### config.mk
export PLATFORM = sky130hd
export DESIGN_NAME = htl_ram
export DESIGN_NICKNAME = d
export VERILOG_FILES = /design/src/sv/htl_ram.sv
export SDC_FILE = /design/constraint.sdc
export NUM_CORES = 1
export LEC_CHECK = 0
export BUFFER_PORTS_ARGS = -buffer_cell sky130_fd_sc_hd__buf_2
export CORE_UTILIZATION = 56
export DETAILED_ROUTE_END_ITERATION = 6
export PLACE_DENSITY_LB_ADDON = 0.3
export SLEW_MARGIN = 15
export SYNTH_ARGS = -nofsm -noshare
export SYNTH_HDL_FRONTEND = slang
export SYNTH_SLANG_ARGS = --single-unit
### constraint.sdc
create_clock -name clk -period 2.4 [get_ports clk]
set_clock_uncertainty 0.2 [all_clocks]
set_input_delay 0.6 -clock clk [delete_from_list [all_inputs] [get_ports clk]]
set_output_delay 0.6 -clock clk [all_outputs]
set_load 0.01 [all_outputs]
### src/sv/htl_ram.sv
// ----------------------------------------------------------------------------
// htl_ram
// Generic simple dual-port RAM: one write port, one read port, registered
// read data.
// ----------------------------------------------------------------------------
module htl_ram #(
  parameter int WIDTH = 8,
  parameter int DEPTH = 64
) (
  input  logic                                   clk,
  input  logic                                   wr_en,
  input  logic [(DEPTH > 1 ? $clog2(DEPTH) : 1)-1:0] wr_addr,
  input  logic [WIDTH-1:0]                       wr_data,
  input  logic                                   rd_en,
  input  logic [(DEPTH > 1 ? $clog2(DEPTH) : 1)-1:0] rd_addr,
  output logic [WIDTH-1:0]                       rd_data
);

  logic [WIDTH-1:0] mem [DEPTH];
  logic [WIDTH-1:0] rd_data_r;

  // write port
  always_ff @(posedge clk) begin
    if (wr_en) begin
      mem[wr_addr] <= wr_data;
    end
  end

  // registered read port
  always_ff @(posedge clk) begin
    if (rd_en) begin
      rd_data_r <= mem[rd_addr];
    end
  end

  assign rd_data = rd_data_r;

endmodule

**Word-level counts from Yosys, hierarchy flattened**

Memory sizes are Yosys's and may differ from the RTL's. A register that Yosys moved wholly into a read port is not among the register bits.
Index checks and enable logic that the tools add are counted.
Widths: inputs -> output; s select.

- Flip-flop bits (word level): 0
- RAM bits: 512
- Input port bits: 23
- Output and inout bits: 8
- Logic and storage cells: 3
- Memories kept: 1

- Muxes and demuxes: 2

Memory list:

| name | words | bits a word | rd ports | clocked after memory_dff | wr ports | line | RTL |
|---|---|---|---|---|---|---|---|
| mem | 64 | 8 | 1 | 1 | 1 | 19 | `logic [WIDTH-1:0] mem [DEPTH];` |

Operators by type and width:

| cell | number |
|---|---|
| $mux 1 | 2 |

**Logic depth before layout (Yosys ltp)**

- Depth in word-level cells: 2
- Mapped depth: 9
- Mapped depth without buffers: 5

**Worst setup path before layout**

OpenSTA, ideal clock, no wires.

- Path kind: input to register
- Start point: input rd_addr[1] in the netlist's numbering
- End point: register rd_data_r[3], in the netlist rd_data[3] (read register of mem) (data pin)
- Arrival: 2,140 ps
- Setup slack: -206 ps
- Stages: 7
- Path through: buf_4 buf_2 buf_2 mux4_2 mux4_2 o21ai_1 o41ai_1

RTL lines:

| element | line | RTL |
|---|---|---|
| from (decl) | 15 | `input logic [(DEPTH > 1 ? $clog2(DEPTH) : 1)-1:0] rd_addr,` |
| to (decl) | 20 | `logic [WIDTH-1:0] rd_data_r;` |

==> summary.md <==
| Metric | Value |
|---|---|
| CTS Root Cell | clkbuf_16 |
| Setup slack at placement | -0.664 ns |
| CP arrival | between 2 and 3 ns |
| H-tree Lvls | 2 |
| Critical path launch point type | primary input |
| Post-synth EDFFs | 520 |
| Starting Density | a little under three fifths |
| WP data required | roughly 2.5 ns |
| Pwr Total | around 19 mW |
| Max Freq | 413 MHz |
| Port bufs | 30 |
| VDD IR max | approximately 0.00072 V |
| Worst-Skew Late Latency | between 0.5 and 0.6 ns |
| Switching part of the total power | around 20% |
| Dpl hpwl | around 29 mm |
| CTS tree | yes |
| PD cells | between 800 and 900 mW/mm2 |
| Yosys top cell area share | roughly 77% |
| Post-layout minimum cycle time | 2.42 ns |
| Io pins | 31 |
| Worst rel slew slack | 37.7% |
| Drt first pass iters | 7 |
| Post-Synth XOR/XNOR Area | 0% |
| Post-Route WL | roughly 45 mm |
| Warnings, synthesis | 0 |
| Worst-Margin Slew | 0.934 ns |
| CTS Buf Count | 50 |
| CTS Hold Bufs | 0 |
| Worst Path Max Fanout | 13 |
| Cell Int Power | between 15 and 20 mW |
| Register bit total from synthesis | between 500 and 600 |
| Main combinational cell family by area after synthesis | multiplexers |
| Post-layout nets | 1155 |
| Synth Area in Compound Gates | approximately 2.1% |
| Synth Area in Adders | 0% |
| Met3 WL post-DR | 4.03 mm |
| First-pass GRT wire length | approximately 66 mm |
| GPL Wtd Cong | between 0.8 and 0.9 |
| Die area | around 0.037 mm2 |
| Clk pwr share | between 40% and 50% |
| DR iter-0 viols | 1064 |
| WL met1 | 18.1 mm |
| Routed length on met2 | roughly 22 mm |
| Final setup viols | 1 |
| Status | finished with violations |
| Largest net degree at the start of global routing | 65 |
| Initial antenna violation count | 1 |
| Worst min-delay path class | primary input to flip-flop |
| Clock sink count | 520 |
| Final worst slack | -0.0222 ns |
| Most frequent cells in the layout | 520 x edfxtp_1, 153 x buf_4, 126 x mux4_2 |
| Die H | between 150 and 200 um |
| P_sw | 3.79 mW |
| Seq/Total Area, Yosys | between 70 and 80% |
| Fin Setup TNS | -0.0222 ns |
| Most common cell after layout, fill and taps aside | edfxtp_1 |
| Critical path class | primary input to flip-flop |
| DR vias | about 10000 |
| Top cells by area, synth | edfxtp_1 77%, mux4_2 14%, nor2_1 1.5%, mux2i_1 1.1%, mux2_2 0.72% |
| Simple-Gate Fraction of Synth Area | roughly 3.4% |
| Clock transition at the registers of the reported paths | about 0.06 ns |
| Period utilisation layout | 101% |
| Area grow syn2layout | 17.3% |
| Cells after Synth | between 900 and 1000 |
| Vias per cell | between 6 and 7 |
| Largest area contributor in the netlist | edfxtp_1 |
| Combinational group share of total power | around 5.4% |
| Mean post-synth cell area | 21.5 um2 |
| Post-DRT Antenna Nets | 0 |
| Synth cell types | 39 |
| Violations in the final reports | setup timing |
| Mux contribution to synthesized area | roughly 16% |
| Vias in the first global route | 10200 |
| Highest metal used | met4 |
| Flop pwr share | roughly 53% |
| Fillcell total | between 2000 and 2500 |
| Leakage | between 7 and 8 nW |
| Avg WL per Cell | ~27 um |
| Final Hold Fails | 0 |
| Primary FF master, synth | edfxtp_1 |
| Post-synth ARST share | 0% |
| Total GRT Usage | 25.3% |
| Area post-placement | ~0.022 mm2 |
| Share of post-route cells with drive strength above 1 | between 30% and 40% |
| Die width | a little under 200 um |
| Pins Over Slew Limit | 0 |
| FP Rows | about 70 |
| Post-Syn Nets | about 960 |
| Crit. End Element | flip-flop |
| Grt total ovfl | 0 |
| Reg2reg setup slack | ~0.13 ns |
| Clk buf depth | 3 |
| Design Area, Final | 0.0237 mm2 |
| Core area | ~0.036 mm2 |
| Syn Std Cell Area | 0.0202 mm2 |
| Max cap viols | 0 |
| Remaining DRCs | 0 |
[Yosys cell counts (all sizes together) (8+ instances only)]
| cell type | n |
|---|---|
| mux2i | 23 |
| nand2 | 19 |
| mux4 | 126 |
| nor2b | 14 |
| mux2 | 13 |
| o22ai | 8 |
| nand3 | 13 |
| clkbuf | 17 |
| o221ai | 8 |
| edfxtp | 520 |
| buf | 34 |
| nor2 | 83 |
[state kept, by name, indices dropped and copies added, names as in the netlist]
| name | cells |
|---|---|
| mem | 512 |
| rd_data | 8 |
[power by group through the flow]
| stage | registers [mW] | clock network, mW | logic (mW) |
|---|---|---|---|
| after global routing | 10.1 | 8.33 | 1.10 |
| after global placement | 10.3 | 0 | 1.00 |
| after CTS | 10.1 | 8.00 | 1.03 |
| after floorplan | 10.3 | 0 | 0.543 |
| after detailed placement | 10.3 | 0 | 1.03 |
| final | 10.1 | 7.90 | 1.04 |
[repair_timing]
item,in CTS,in global routing
setup buffers,0,0
gates cloned,0,0
gates resized for setup,1,5
endpoints found under the setup margin,1,5
[metrics by stage]
stage	cells	hold WS (ns)	utilization (%)
after global placement	1541	0.715	62.0
after CTS	1629	0.170	66.7
after global routing	1630	0.192	66.8
final	1630	0.212	66.8
after floorplan	940	0.499	-
after detailed placement	1541	0.729	62.0
[cell type report]
class | instances | area (um2) | share of cell area (%)
well taps | 461 | 577 | 2.43
clock inverters | 29 | 305 | 1.29
diodes | 1 | 2.50 | 0.0105
clock buffers | 59 | 1350 | 5.68
repair buffers | 191 | 1560 | 6.56
flip-flops and latches | 520 | 15600 | 65.8
multi-input cells | 369 | 4340 | 18.3
[worst max-delay path, cell delays in order]
cell	delay, ns
clkbuf_8	0.17
buf_12	0.17
buf_4	0.16
mux4_2	0.50
mux4_2	0.49
o21ai_1	0.27
o41ai_1	0.14
[worst paths after layout]
check,start,endpoint,depth (start not counted)
setup / recovery,rd_addr[0],rd_data[5],7
hold / removal,rd_en,rd_data[7],1
setup reg to reg,mem[46][0],rd_data[0],5
hold reg to reg,mem[0][7],rd_data[7],4
[routing by layer]
metal  track usage (%)  up-vias
met5                 0        -
met4              7.69        0
met2              40.0      496
li1                  -     4310
met3              5.08       66
met1              36.0     5319
[logic make-up (layout without fill, tap and decap cells)]
group | Yosys count | in the layout
other | 0 | 1
buffers and inverters | 51 | 279
flip-flops | 520 | 520
multiplexers | 162 | 162
AND/OR/NAND/NOR | 153 | 153
AO/OA/AOI/OAI | 54 | 54
Note: power is estimated with default switching activity, not from simulation.
